--- src/rtl/n7s_pkg.sv ---
`timescale 1ns / 1ps
// ----------------------------------------------------------------------------
// n7s_pkg
// Types, constants and the segment code table shared by the seven-segment
// digit writer.
// ----------------------------------------------------------------------------
package n7s_pkg;

	localparam int DIGITS    = 8;
	localparam int MAX_FIELD = 8;
	localparam logic [3:0] FIELD_CAP = 4'((DIGITS < MAX_FIELD) ? DIGITS : MAX_FIELD);

	localparam logic [7:0]  BLANK_CODE = 8'h80;
	localparam logic [7:0]  POINT_MASK = 8'h7F;
	// reciprocal of ten, exact for every 16-bit value with a shift of 19
	localparam logic [16:0] RECIP_TEN  = 17'd52429;
	localparam int          RECIP_SHIFT = 19;

	typedef struct packed {
		logic              op;
		logic [15:0]       value;
		logic signed [7:0] exponent;
		logic [2:0]        start_req;
		logic [3:0]        digit_count;
	} req_t;

	typedef struct packed {
		logic [3:0] position;
		logic [7:0] segments;
		logic       last;
	} digit_t;

	typedef enum logic {
		ST_IDLE,
		ST_RUN
	} state_t;

	typedef struct packed {
		logic       load;
		logic       step;
		logic       last;
		logic [3:0] count;
	} cmd_t;

	typedef struct packed {
		logic out_free;
	} status_t;

	function automatic logic [7:0] seg_code(input logic [3:0] d);
		logic [7:0] s;
		case (d)
			4'h0: s = 8'hFB;
			4'h1: s = 8'hB0;
			4'h2: s = 8'hED;
			4'h3: s = 8'hF5;
			4'h4: s = 8'hB6;
			4'h5: s = 8'hD7;
			4'h6: s = 8'hDF;
			4'h7: s = 8'hF0;
			4'h8: s = 8'hFF;
			4'h9: s = 8'hF7;
			4'hA: s = 8'hFE;
			4'hB: s = 8'h9F;
			4'hC: s = 8'hCB;
			4'hD: s = 8'hBD;
			4'hE: s = 8'hCF;
			4'hF: s = 8'hCE;
			default: s = BLANK_CODE;
		endcase
		return s;
	endfunction

endpackage

--- src/rtl/n7s_ctrl.sv ---
`timescale 1ns / 1ps
// ----------------------------------------------------------------------------
// n7s_ctrl
// Request sequencer: takes a request, saturates the digit count and steps
// the datapath once per digit whenever the output register is free.
// ----------------------------------------------------------------------------
module n7s_ctrl (
	input  logic              clk,
	input  logic              arst_n,
	input  logic              req_valid,
	input  logic [3:0]        req_count,
	output logic              req_stall,
	input  n7s_pkg::status_t  status,
	output n7s_pkg::cmd_t     cmd
);
	import n7s_pkg::*;

	state_t     state_q, state_d;
	logic [3:0] cnt_q, cnt_d;
	logic [3:0] sat_count;

	always_ff @(posedge clk or negedge arst_n) begin
		if (!arst_n) begin
			state_q <= ST_IDLE;
			cnt_q   <= 4'd0;
		end else begin
			state_q <= state_d;
			cnt_q   <= cnt_d;
		end
	end

	assign sat_count = (req_count > FIELD_CAP) ? FIELD_CAP : req_count;

	always_comb begin
		state_d   = state_q;
		cnt_d     = cnt_q;
		req_stall = 1'b1;
		cmd       = '0;
		cmd.count = sat_count;
		case (state_q)
			ST_IDLE: begin
				req_stall = 1'b0;
				if (req_valid) begin
					cmd.load = 1'b1;
					cnt_d    = sat_count;
					if (sat_count != 4'd0)
						state_d = ST_RUN;
				end
			end
			ST_RUN: begin
				cmd.last = (cnt_q == 4'd1);
				if (status.out_free) begin
					cmd.step = 1'b1;
					cnt_d    = cnt_q - 4'd1;
					if (cnt_q == 4'd1)
						state_d = ST_IDLE;
				end
			end
			default: begin
				state_d = ST_IDLE;
			end
		endcase
	end

endmodule

--- src/rtl/n7s_dp.sv ---
`timescale 1ns / 1ps
// ----------------------------------------------------------------------------
// n7s_dp
// Digit datapath: holds the running value and exponent, extracts one digit
// per step and keeps the output register.
// ----------------------------------------------------------------------------
module n7s_dp (
	input  logic              clk,
	input  logic              arst_n,
	input  n7s_pkg::req_t     req,
	input  n7s_pkg::cmd_t     cmd,
	output n7s_pkg::status_t  status,
	output logic              digit_valid,
	input  logic              digit_stall,
	output n7s_pkg::digit_t   digit
);
	import n7s_pkg::*;

	logic              hex_q;
	logic [15:0]       v_q;
	logic signed [8:0] e_q;
	logic              exp_nz_q;
	logic [3:0]        pos_q;
	digit_t            out_q;
	logic              out_valid_q;

	logic [32:0] prod;
	logic [15:0] quot;
	logic [15:0] rem_full;
	logic [3:0]  dig;
	logic [15:0] next_v;
	logic [7:0]  seg;

	assign prod     = 33'(v_q) * 33'(RECIP_TEN);
	assign quot     = 16'(prod[32:RECIP_SHIFT]);
	assign rem_full = v_q - ((quot << 3) + (quot << 1));
	assign dig      = hex_q ? v_q[3:0] : rem_full[3:0];
	assign next_v   = hex_q ? (v_q >> 4) : quot;

	always_comb begin
		if (v_q == 16'd0 && e_q > 9'sd0)
			seg = BLANK_CODE;
		else
			seg = seg_code(dig);
		if (e_q == 9'sd0 && exp_nz_q)
			seg = seg & POINT_MASK;
	end

	always_ff @(posedge clk) begin
		if (cmd.load) begin
			hex_q    <= req.op;
			v_q      <= req.value;
			e_q      <= {req.exponent[7], req.exponent};
			exp_nz_q <= (req.exponent != 8'sd0);
			pos_q    <= {1'b0, req.start_req} + cmd.count - 4'd1;
		end else if (cmd.step) begin
			v_q   <= next_v;
			e_q   <= e_q + 9'sd1;
			pos_q <= pos_q - 4'd1;
			out_q <= '{position: pos_q, segments: seg, last: cmd.last};
		end
	end

	always_ff @(posedge clk or negedge arst_n) begin
		if (!arst_n) begin
			out_valid_q <= 1'b0;
		end else if (cmd.step) begin
			out_valid_q <= 1'b1;
		end else if (!digit_stall) begin
			out_valid_q <= 1'b0;
		end
	end

	assign status.out_free = !out_valid_q || !digit_stall;
	assign digit_valid     = out_valid_q;
	assign digit           = out_q;

endmodule

--- src/rtl/number_to_seven_segment_digits_core.sv ---
`timescale 1ns / 1ps
// order: a taken request loads the datapath registers, then each step writes the output register
// throughput: one digit per cycle from the digit sequencer and output register
//   while digit_stall is low; a new request waits until the last digit is stepped
// reset: arst_n clears sequencer state and the output valid flag at once
// ----------------------------------------------------------------------------
// number_to_seven_segment_digits_core
// Turns a 16-bit value into a field of decimal or hex seven-segment codes,
// one digit transaction per cycle while not stalled, rightmost digit first.
// ----------------------------------------------------------------------------
module number_to_seven_segment_digits_core (
	input  logic             clk,
	input  logic             arst_n,
	input  logic             req_valid,
	output logic             req_stall,
	input  n7s_pkg::req_t    req,
	output logic             digit_valid,
	input  logic             digit_stall,
	output n7s_pkg::digit_t  digit
);
	import n7s_pkg::*;

	cmd_t    cmd;
	status_t status;

	n7s_ctrl u_ctrl (
		.clk       (clk),
		.arst_n    (arst_n),
		.req_valid (req_valid),
		.req_count (req.digit_count),
		.req_stall (req_stall),
		.status    (status),
		.cmd       (cmd)
	);

	n7s_dp u_dp (
		.clk         (clk),
		.arst_n      (arst_n),
		.req         (req),
		.cmd         (cmd),
		.status      (status),
		.digit_valid (digit_valid),
		.digit_stall (digit_stall),
		.digit       (digit)
	);

endmodule

--- config.mk ---
export PLATFORM = sky130hd
export DESIGN_NAME = number_to_seven_segment_digits_core
export DESIGN_NICKNAME = d
export VERILOG_FILES = /design/src/rtl/n7s_pkg.sv /design/src/rtl/n7s_ctrl.sv /design/src/rtl/n7s_dp.sv /design/src/rtl/number_to_seven_segment_digits_core.sv
export SDC_FILE = /design/constraint.sdc
export NUM_CORES = 1
export LEC_CHECK = 0
export BUFFER_PORTS_ARGS = -buffer_cell sky130_fd_sc_hd__buf_2
export CAP_MARGIN = 20
export CELL_PAD_IN_SITES_DETAIL_PLACEMENT = 1
export CELL_PAD_IN_SITES_GLOBAL_PLACEMENT = 2
export CORE_MARGIN = 2
export CORE_UTILIZATION = 44
export DETAILED_ROUTE_END_ITERATION = 10
export GPL_ROUTABILITY_DRIVEN = 0
export PLACE_DENSITY_LB_ADDON = 0.1
export SLEW_MARGIN = 20
export SYNTH_ARGS = -nofsm -noshare
export SYNTH_HDL_FRONTEND = slang
export SYNTH_SLANG_ARGS = --single-unit
--- constraint.sdc ---
create_clock -name clk -period 22.4 [get_ports clk]
set_input_delay 4.48 -clock clk [delete_from_list [all_inputs] [get_ports clk]]
set_output_delay 4.48 -clock clk [all_outputs]
set_load 0.01 [all_outputs]
# Word level (Yosys, flattened, before mapping)
# Memory sizes are Yosys's and may differ from the RTL's.
# Index checks and enable logic that the tools add are counted.
dict set report classes {
  bitwise_logic 2
  n_reduce_logical 12
  n_mux 25
  n_eq_ne 4
  n_addsub 7
  order_cmp 2
  n_mul 1
}
# operator n
set ops {}
lappend ops {{multiplier 16 x 16 -> 32 bit, second input constant} 1}
lappend ops {{2-to-1 mux 16 bit} 2}
lappend ops {{2-to-1 mux 4 bit} 6}
lappend ops {{2-to-1 mux 9 bit} 2}
lappend ops {{zero test 16 bit} 1}
lappend ops {{2-to-1 mux 13 bit} 1}
lappend ops {{subtractor 4 x 1 -> 4 bit, second input constant} 3}
lappend ops {{2-to-1 mux 1 bit} 10}
lappend ops {{adder 9 x 2 -> 9 bit, second input constant} 1}
lappend ops {{greater-than comparator 9 x 1 -> 1 bit, second input constant} 1}
lappend ops {{zero test 9 bit} 1}
lappend ops {{2-to-1 mux 8 bit} 1}
lappend ops {{case mux 4 bit (2 select lines)} 1}
lappend ops {{nonzero test 8 bit} 1}
lappend ops {{adder 3 x 4 -> 4 bit} 1}
lappend ops {{adder 4 bit} 1}
lappend ops {{== test 4 x 1 -> 1 bit, second input constant} 1}
lappend ops {{greater-than comparator 4 bit, second input constant} 1}
lappend ops {{inequality test 2 bit, second input constant} 2}
lappend ops {{AND reduction 2 bit} 2}
lappend ops {{nonzero test 4 bit} 1}
lappend ops {{subtractor 4 bit} 1}
lappend ops {{logical AND 1 bit} 2}
lappend ops {{zero test 1 bit} 2}
lappend ops {{6 further kinds} 7}
dict set report word_totals {
  mem_count 1
  reg_bits 50
  in_bits 36
  romBits 112
}
# name depth width read_ports rd_ports_with_merged_regs wr line
set memory_table {}
lappend memory_table {{(no name shown)} 16 7 1 0 0 n7s_pkg.sv:51} ;# case (d)

# Longest topological paths before layout
# Gate-level depths: netlist of the first run.
dict set report logic_depth {
  depth_word 6
  ltp_mapped 28
}

# Cells and area by module
# A second synthesis of the first run with hierarchy kept.
dict set report hier_totals {
  hier_cells 765
  hier_area_um2 7656.1
}
# module instances cells_per_inst area_per_inst_um2 seq_area_each_um2
set by_module_without_submodules {}
lappend by_module_without_submodules {n7s_dp 1 724 7294.5 1346.3}
lappend by_module_without_submodules {n7s_ctrl 1 41 361.6 125.1}

# Least setup slack after synthesis of the first run
# Ideal clock, no wire load.
dict set report synth_timing {
  path_kind {flip-flop to flip-flop}
  from {reg u_dp.v_q[3]}
  to {reg u_dp.out_q (netlist bit u_dp.digit[2]), data pin}
  setup_ps 271
  arrival_time_ps 6736
  slack_ps 15393
  path_stages_with_launch 28
  t_required_ps 22129
  path_buffers 0
  path_cell_list {edfxtp_1 -> inv_1 -> ha_1 -> inv_1 -> fa_1 -> inv_1 -> fa_1 -> fa_1 -> fa_1 -> inv_1 -> fa_1 -> inv_1 -> ha_1 -> nand2_1 -> o21ai_0 -> o21bai_1 -> a21oi_1 -> xnor2_1 -> ha_1 -> nor3b_1 -> nand2b_1 -> nor3b_1 -> a221oi_1 -> nand2_1 -> xor3_2 -> a21oi_2 -> o21a_1 -> a221oi_1}
}
dict set report synth_between {
  elab_chain_cells 6
}
# item line
set synth_lines {}
lappend synth_lines {{start: declaration} n7s_dp.sv:20} ;# logic [15:0] v_q;
lappend synth_lines {{start signal: assignment} n7s_dp.sv:52} ;# v_q <= req.value;
lappend synth_lines {{start signal: assignment} n7s_dp.sv:57} ;# v_q <= next_v;
lappend synth_lines {{multiplier 16 x 16 -> 32 bit} n7s_dp.sv:34} ;# assign prod = 33'(v_q) * 33'(RECIP_TEN);
lappend synth_lines {{adder 4 bit} n7s_dp.sv:36} ;# assign rem_full = v_q - ((quot << 3) + (quot << 1));
lappend synth_lines {{subtractor 4 bit} n7s_dp.sv:36}
lappend synth_lines {{2-to-1 mux 4 bit} n7s_dp.sv:37} ;# assign dig = hex_q ? v_q[3:0] : rem_full[3:0];
lappend synth_lines {{memory (16 x 7 bit)} -}
lappend synth_lines {{2-to-1 mux 8 bit (*)} n7s_dp.sv:41} ;# if (v_q == 16'd0 && e_q > 9'sd0)
lappend synth_lines {{end signal: assignment} n7s_dp.sv:60} ;# out_q <= '{position: pos_q, segments: seg, last: cmd.last};
lappend synth_lines {{end: declaration} n7s_dp.sv:24} ;# digit_t out_q;
# Mark *: on every way between the ends. The rest lies on a longest branch, timed or not.
# A chain may end at the register's enable or synchronous reset.

# Final worst setup path of the first run
dict set report layout_timing {
  from {reg u_dp.v_q[3]}
  to {reg u_dp.out_q (netlist bit u_dp.digit[6]), data pin}
}
# Same word-level chain as after synthesis.

==> reports/qor.txt, run 1 <==
Post CTS Setup Buffer Count = 0
Port buffer count = 50
Crit path launch type = register
Avg WL per Cell = 18.6 um
Initial Util = 0.448
Beginning of the worst hold path = u_dp.pos_q[0]
Clk sinks = 50
CORE AREA = 17,200 um^2
DRT iter0 DRCs = 198
Worst-skew pair later-pin latency = 0.29 ns
Mux contribution to synthesized area = 0.00777
Ys flop type = edfxtp_1
Xor/xnor share of the synthesized area = 0.0413
Unrepaired setup endpoints after global routing = false
Vias in the first global route = 6,354
Largest fanout on the critical path = 18
Worst-path clk slew = 0.07 ns
HPWL after DPL = 17,500 um
Worst min path class = reg2reg
Filler cells = 1,992
Share of cells above drive strength 1 = 0.0908
Ys Warns = 0
Fin crit share = 0.373
Horiz. Die Dim = 137 um
TNS Setup = 0 ns
Net Count, Synth = 1,083
Via/cell ratio = 5.24
Clock buffer count from CTS = 5
Synth Area in Compound Gates = 0.0965
Initial antenna violation count = 0
Routed WL = 20,200 um
Detail Route Antenna Nets = 0
H-Tree Depth = 2
CTS resizes = 0
Reg area = 1470 um^2
Largest net degree at the start of global routing = 34
Slew @ Worst Pin = 0.983 ns
Area Overhead vs Synth = 8.64%
Worst Setup SP = u_dp.v_q[3]
Synthesized flop and latch total = 50
GRT Overall Usage = 0.233
Chip height = 137 um
Synth unique cells = 62
Worst setup EP type = register
Ranking of synthesized cells by area = ha_1 (25%), fa_1 (21%), edfxtp_1 (17%)
CTS tree = done
Max stage delay on crit path = 0.79 ns
Gr ovfl total = 0
Multi-input logic area = 5420 um^2
Vias = 5,687
RR Endpoint = u_dp.digit[6]
Final net count = 1,131
Worst r2r src = u_dp.v_q[3]
Root Driver = clkbuf_16
Largest family of logic cells by synthesized area = adder cells
I/O Pins = 51
Simple-gate area share of the yosys netlist = 0.0936
Largest area contributor in the netlist = ha_1
Fin. max-slew vios = 0
Top-area cell type share of the netlist area = 0.253
Fmax = 120 MHz
Setup slack, reg-to-reg = 14.05 ns
Post-synth EDFFs = 44
Post-route DRC violation count = 0
Placed insts = 1,076
Max-Cap Viols = 0
CP Capture Point = u_dp.digit[6]
Crit Path Class = reg2reg
Total die area = 18,600 um^2
CP max stage cell = edfxtp_1
Reg2Reg Depth = 27
Std-Cell Rows = 48
Clk_skew = 0.00800 ns
First-pass GRT wire length = 33,400 um
Slew headroom = 0.338
Period minus WS final = 8.35 ns
Adder-Cell Fraction of Synth Area = 0.462
Clk buf depth = 2
Post-synthesis cell count = 810
Final number of setup-violating endpoints = 0
Outcome = completed
Worst EP arrival = 8.46 ns
Post-cts hold buffer count = 0
Avg Synthesized Cell Area = 9.54 um^2
CP Data Required Time = 22.51 ns
Most numerous cell in the Yosys netlist = inv_1
Most frequent cells after synthesis = inv_1 (208), ha_1 (156), fa_1 (81), edfxtp_1 (44), nand2_1 (43)
DR pass1 iterations = 4
Async S/R FF share, synth = 0.120
Final instance count without filler cells = 1,085
Seq/Total Area, Yosys = 0.190
Hold Violations, Final = 0
Synth Cell Area = 7730 um^2
## cell usage in the layout (no fill, tap or decap), types with 16 or more instances in the layout
cell type  netlist  layout
inv_1          208     208
ha_1           156     156
fa_1            81      81
buf_2            2      50
edfxtp_1        44      44
nand2_1         43      43
a21oi_1         39      39
nor2_1          36      36
o21ai_0         25      25
xor2_1          16      16
## how the worst min path moves through the flow
stage / end / slack (ns) / cells after the start
2_1_floorplan: u_dp.digit[12] / 0.45 / 0
3_3_place_gp: u_dp.digit[10] / 0.47 / 0
3_5_place_dp: u_dp.digit[12] / 0.47 / 0
4_1_cts: u_dp.digit[12] / 0.50 / 0
5_1_grt: u_dp.digit[12] / 0.51 / 0
6_report: u_dp.digit[9] / 0.50 / 0
## registers in the layout, indices dropped and copies added, names as in the netlist
name,flops
u_dp.hex_q,1
u_ctrl.cnt_q,4
u_dp.exp_nz_q,1
u_dp.v_q,16
u_dp.e_q,9
u_dp.digit_valid,1
u_ctrl.state_q,1
u_dp.digit,13
u_dp.pos_q,4
## cell families after synthesis
family                     Yosys count
buffers and inverters              222
AOI/OAI and AO/OA                  116
DFF                                 50
xor gates and xnor gates            32
and+or+nand+nor                    147
adders and majority gates          237
muxes                                6
## per-layer routing
layer,vias up,track usage,share of wire
met4,0,0.0475,0.018
met5,-,0,0
met2,82,0.403,0.49
met3,26,0.0248,0.025
li1,2735,-,-
met1,2844,0.318,0.47
## stage by stage
stage	worst slack [ns]	utilization	area, um^2	hold slack [ns]
2_1_floorplan	15.39	-	7730	0.448
6_report	14.05	0.487	8400	0.501
4_1_cts	14.06	0.487	8390	0.497
3_3_place_gp	14.42	0.478	8240	0.474
3_5_place_dp	14.11	0.478	8240	0.475
5_1_grt	13.48	0.487	8390	0.513
## layout make-up
class	count	share of cell area
tap	225	0.0335
clock buffer	6	0.0165
timing repair buffer	54	0.0334
sequential	50	0.175
inverter	209	0.0934
clock inverter	2	0.00194
antenna	1	0.000298
multi-input combinational	538	0.646
## worst max-delay path: cells and delay by family (launching register included)
kind,cells,cell delay [ns]
xor gates and xnor gates,2,0.48
buffers and inverters,5,0.50
DFF,1,0.79
adders and majority gates,8,3.72
and+or+nand+nor,6,0.92
AOI/OAI and AO/OA,6,1.76
Power of run 1 is not shown: default switching activity piles up to over one toggle a cycle in this logic, so the estimate is an artifact.
==> run 2: changes to the inputs <==
--- a/config.mk
+++ b/config.mk
@@ -10,7 +10,7 @@
 export CELL_PAD_IN_SITES_DETAIL_PLACEMENT = 1
 export CELL_PAD_IN_SITES_GLOBAL_PLACEMENT = 2
 export CORE_MARGIN = 2
-export CORE_UTILIZATION = 44
+export CORE_UTILIZATION = 37
 export DETAILED_ROUTE_END_ITERATION = 10
 export GPL_ROUTABILITY_DRIVEN = 0
 export PLACE_DENSITY_LB_ADDON = 0.1
==> constraint.sdc (replaced) <==
create_clock -name clk -period 7.6 [get_ports clk]
set_input_delay 1.52 -clock clk [delete_from_list [all_inputs] [get_ports clk]]
set_output_delay 1.52 -clock clk [all_outputs]
set_load 0.01 [all_outputs]
==> reports/qor.txt, run 2 (same netlist as run 1, synthesis figures left out) <==
Placed insts = 1,143
Worst r2r src = u_dp.v_q[2]
First-pass GRT wire length = 35,700 um
Avg WL per Cell = 19.1 um
DR pass1 iterations = 4
Std-Cell Rows = 52
DRT iter0 DRCs = 209
Slew @ Worst Pin = 1.02 ns
Unrepaired setup endpoints after global routing = false
Gr ovfl total = 0
Post-route DRC violation count = 0
Share of cells above drive strength 1 = 0.142
Worst-skew pair later-pin latency = 0.30 ns
CP Data Required Time = 7.65 ns
Port buffer count = 50
Detail Route Antenna Nets = 0
HPWL after DPL = 19,200 um
Commonest non-fill, non-tap cell in the layout = inv_1
GRT Overall Usage = 0.212
Beginning of the worst hold path = u_dp.pos_q[3]
Vias in the first global route = 6,446
Largest fanout on the critical path = 7
Post-place instance area = 8460 um^2
Routed WL = 22,400 um
Area Overhead vs Synth = 14.1%
Outcome = completed
CORE AREA = 20,400 um^2
Final instance count without filler cells = 1,169
Via/cell ratio = 5.02
Critical path buffers and inverters = 4
Largest Register = u_dp.v_q
Clk_skew = 0.00840 ns
Worst setup EP type = register
Initial Util = 0.380
Cell area after layout = 8820 um^2
Period minus WS final = 7.24 ns
Most frequent cells in the layout = inv_1 (208), ha_1 (154), fa_1 (81)
Worst EP arrival = 7.29 ns
Final net count = 1,169
CTS tree = done
Worst-path clk slew = 0.08 ns
Clk buf depth = 2
Final number of setup-violating endpoints = 0
Max stage delay on crit path = 0.55 ns
Largest net degree at the start of global routing = 25
Crit Path Class = reg2reg
Largest delay share family, worst path = adder cells
Clk sinks = 50
I/O Pins = 51
Horiz. Die Dim = 149 um
Fmax = 138 MHz
Fin crit share = 0.953
Worst min path class = reg2reg
Hold_ws = 0.495 ns
Filler cells = 2,363
Root Driver = clkbuf_16
CP max stage cell = fa_1
Final Core Density = 0.433
Chip height = 149 um
H-Tree Depth = 2
Max-Cap Viols = 0
Total die area = 22,100 um^2
Vias = 5,865
Largest register FFs = 16
Initial antenna violation count = 3
Worst Setup SP = u_dp.v_q[2]
Crit path launch type = register
Fin. max-slew vios = 0
Clock buffer count from CTS = 5
Hold Violations, Final = 0
Slew headroom = 0.310
run 2: cell count changes in the layout (fill, tap and decap cells not counted), moves of 2 or more:
cell / delta
a21oi_1: -3
a21oi_2: +2
a221oi_1: -2
a221oi_2: +2
buf_4: +38
ha_1: -2
ha_4: +2
run 2: what timing repair did:
item,in CTS,in global routing
gates resized for setup,1,13
pin swaps,0,2
hold buffers,0,0
setup buffers,0,16
endpoints found under the setup margin,7,7
gates cloned,0,0
run 2: final cells by class:
type                       count  area, um^2  area share
antenna                        2        5.00    0.000568
clock buffer                   5         125      0.0142
clock inverter                 3        22.5     0.00255
inverter                     209         785      0.0890
multi-input combinational    538        5500       0.624
sequential                    50        1470       0.167
tap                          270         338      0.0383
timing repair buffer          92         566      0.0641
run 2: worst reg2reg max path: stages (launching register included):
cell and delay (ns):
edfxtp_1 0.51, buf_4 0.19, ha_1 0.30, xor2_1 0.15
ha_1 0.34, fa_1 0.54, fa_1 0.52, fa_1 0.55
inv_1 0.06, fa_1 0.52, inv_1 0.04, ha_1 0.33
a21oi_2 0.19, o21ai_0 0.11, o21bai_2 0.23, a21oi_2 0.20
xnor2_2 0.12, ha_1 0.34, nor3b_4 0.21, nand2b_1 0.16
nor3b_1 0.05, a221oi_1 0.21, nand2_1 0.13, xnor3_2 0.30
buf_4 0.17, nor2_1 0.13, a31oi_1 0.10, o221a_2 0.28
run 2: path summary, 6_finish.rpt:
check	endpoint	slack, ns	depth (start not counted)
worst max-delay path	u_dp.digit[4]	0.36	27
worst min-delay path	u_dp.digit[12]	0.50	0
worst max register to register	u_dp.digit[4]	0.36	27
worst min register to register	u_dp.digit[12]	0.50	0
max in group asynchronous	u_ctrl.cnt_q[2]	6.41	1
min in group asynchronous	u_dp.digit_valid	1.03	1
run 2: metrics by stage:
step / TNS, ns / setup slack [ns]
CTS: 0 / 0.0303
detailed placement: -0.523 / -0.111
global route: 0 / 0.0257
floorplan: 0 / 0.593
finish: 0 / 0.360
global placement: 0 / 0.116
run 2: layer usage:
| metal | up-vias | GRT usage | wire (um) |
|---|---|---|---|
| met5 | - | 0 | 13 |
| met4 | 2 | 0.0443 | 363 |
| met3 | 22 | 0.0264 | 775 |
| met2 | 86 | 0.372 | 11000 |
| met1 | 2945 | 0.283 | 10200 |
| li1 | 2810 | - | - |
Power of run 2 is left out for the same reason.
==> run 3: changes to the inputs <==
--- a/config.mk
+++ b/config.mk
@@ -13,6 +13,7 @@
 export CORE_UTILIZATION = 37
 export DETAILED_ROUTE_END_ITERATION = 10
 export GPL_ROUTABILITY_DRIVEN = 0
+export GPL_TIMING_DRIVEN = 0
 export PLACE_DENSITY_LB_ADDON = 0.1
 export SLEW_MARGIN = 20
 export SYNTH_ARGS = -nofsm -noshare
==> reports/qor.txt, run 3 (same netlist as run 1, synthesis figures left out) <==
Period minus WS final = 7.33 ns
Fin. max-slew vios = 0
Largest fanout on the critical path = 6
Horiz. Die Dim = 149 um
CP max stage cell = fa_2
Vias = 5,868
Filler cells = 2,365
Most used cell, CP = fa_1
Port buffer count = 50
Fin crit share = 0.965
CP Data Required Time = 7.62 ns
Root Driver = clkbuf_16
Post-route DRC violation count = 0
H-Tree Depth = 2
Outcome = completed
Via/cell ratio = 4.98
Max stage delay on crit path = 0.58 ns
Routed WL = 22,100 um
Most frequent cells in the layout = inv_1 (201), ha_1 (142), fa_1 (80)
Worst setup EP type = register
Largest register FFs = 16
Share of cells above drive strength 1 = 0.173
Detail Route Antenna Nets = 0
Worst r2r src = u_dp.v_q[7]
Final net count = 1,180
CTS tree = done
Clock buffer count from CTS = 5
Crit Path Class = reg2reg
Clk sinks = 50
Hold Violations, Final = 0
Clk_skew = 0.00317 ns
Chip height = 149 um
Final number of setup-violating endpoints = 0
Max-Cap Viols = 0
DR pass1 iterations = 4
Initial antenna violation count = 0
Multi-input logic area = 5710 um^2
Initial Util = 0.380
Reg area = 1470 um^2
Antenna cells = 0
HPWL after DPL = 18,100 um
Slew headroom = 0.332
Beginning of the worst hold path = u_dp.pos_q[3]
Clk buf depth = 2
Hold_ws = 0.487 ns
TNS Setup = 0 ns
Vias in the first global route = 6,575
Worst EP arrival = 7.36 ns
DRT iter0 DRCs = 186
Gr ovfl total = 0
Avg WL per Cell = 18.8 um
Std-Cell Rows = 52
Largest Register = u_dp.v_q
Worst Setup SP = u_dp.v_q[7]
Fmax = 136 MHz
First-pass GRT wire length = 35,200 um
Worst min path class = reg2reg
CORE AREA = 20,400 um^2
Worst-skew pair later-pin latency = 0.29 ns
Largest net degree at the start of global routing = 34
Slew @ Worst Pin = 0.992 ns
Commonest non-fill, non-tap cell in the layout = inv_1
GRT Overall Usage = 0.208
Worst-path clk slew = 0.07 ns
Crit path launch type = register
I/O Pins = 51
Total die area = 22,100 um^2
Area Overhead vs Synth = 17.4%
Final Core Density = 0.446
-- run 3: cell count changes in the layout (fill, tap and decap cells not counted), sizes merged --
| cell | previous run | this run |
|---|---|---|
| clkbuf | 5 | 14 |
| clkinv | 2 | 3 |
| diode | 2 | 0 |
| buf | 92 | 94 |
| inv | 210 | 208 |
| bufinv | 0 | 1 |
-- run 3: layout make-up --
type | instances | area share
Sequential cell | 50 | 0.162
Tap cell | 270 | 0.0372
Timing Repair Buffer | 90 | 0.0611
Clock inverter | 3 | 0.00441
Multi-Input combinational cell | 538 | 0.629
Inverter | 209 | 0.0865
Clock buffer | 5 | 0.0138
Buffer | 13 | 0.00593
-- run 3: worst paths after layout --
path	cells past startpoint	slack, ns	end
max	28	0.27	u_dp.digit[5]
min	0	0.49	u_dp.digit[12]
max reg2reg	28	0.27	u_dp.digit[5]
min reg2reg	0	0.49	u_dp.digit[12]
max in group asynchronous	1	6.41	u_ctrl.cnt_q[3]
min in group asynchronous	1	1.04	u_ctrl.cnt_q[1]
-- run 3: metal layers --
metal | global-route usage | routed length, um | part of all wire
met1 | 0.269 | 10100 | 0.45
met2 | 0.371 | 11200 | 0.50
met3 | 0.0187 | 458 | 0.021
met4 | 0.0600 | 454 | 0.021
met5 | 0 | 0 | 0
-- run 3: metrics by stage --
stage	area (um^2)	std cells	setup slack, ns
final	9070	1178	0.269
after global routing	9070	1178	-0.0676
after CTS	8790	1163	0.00404
after detailed placement	8320	1130	-1.11
after global placement	8320	1130	-0.970
after floorplan	7730	810	0.593
-- run 3: repair_timing --
action                                 4_1_cts  5_1_grt
endpoints found under the hold margin        0        0
hold buffers                                 0        0
setup buffers                               25       15
pin swaps                                   10       18
gates resized for setup                     22       33
setup endpoints to repair                    7        7
-- run 3: critical path: cells and delay by family, from the launching register on --
kind	cells	cell delay [ns]
AOI/OAI and AO/OA	7	1.30
adders and majority gates	8	3.42
and+or+nand+nor	4	0.74
xor gates and xnor gates	2	0.41
DFF	1	0.55
buffers and inverters	7	0.64
Power of run 3 is left out for the same reason.
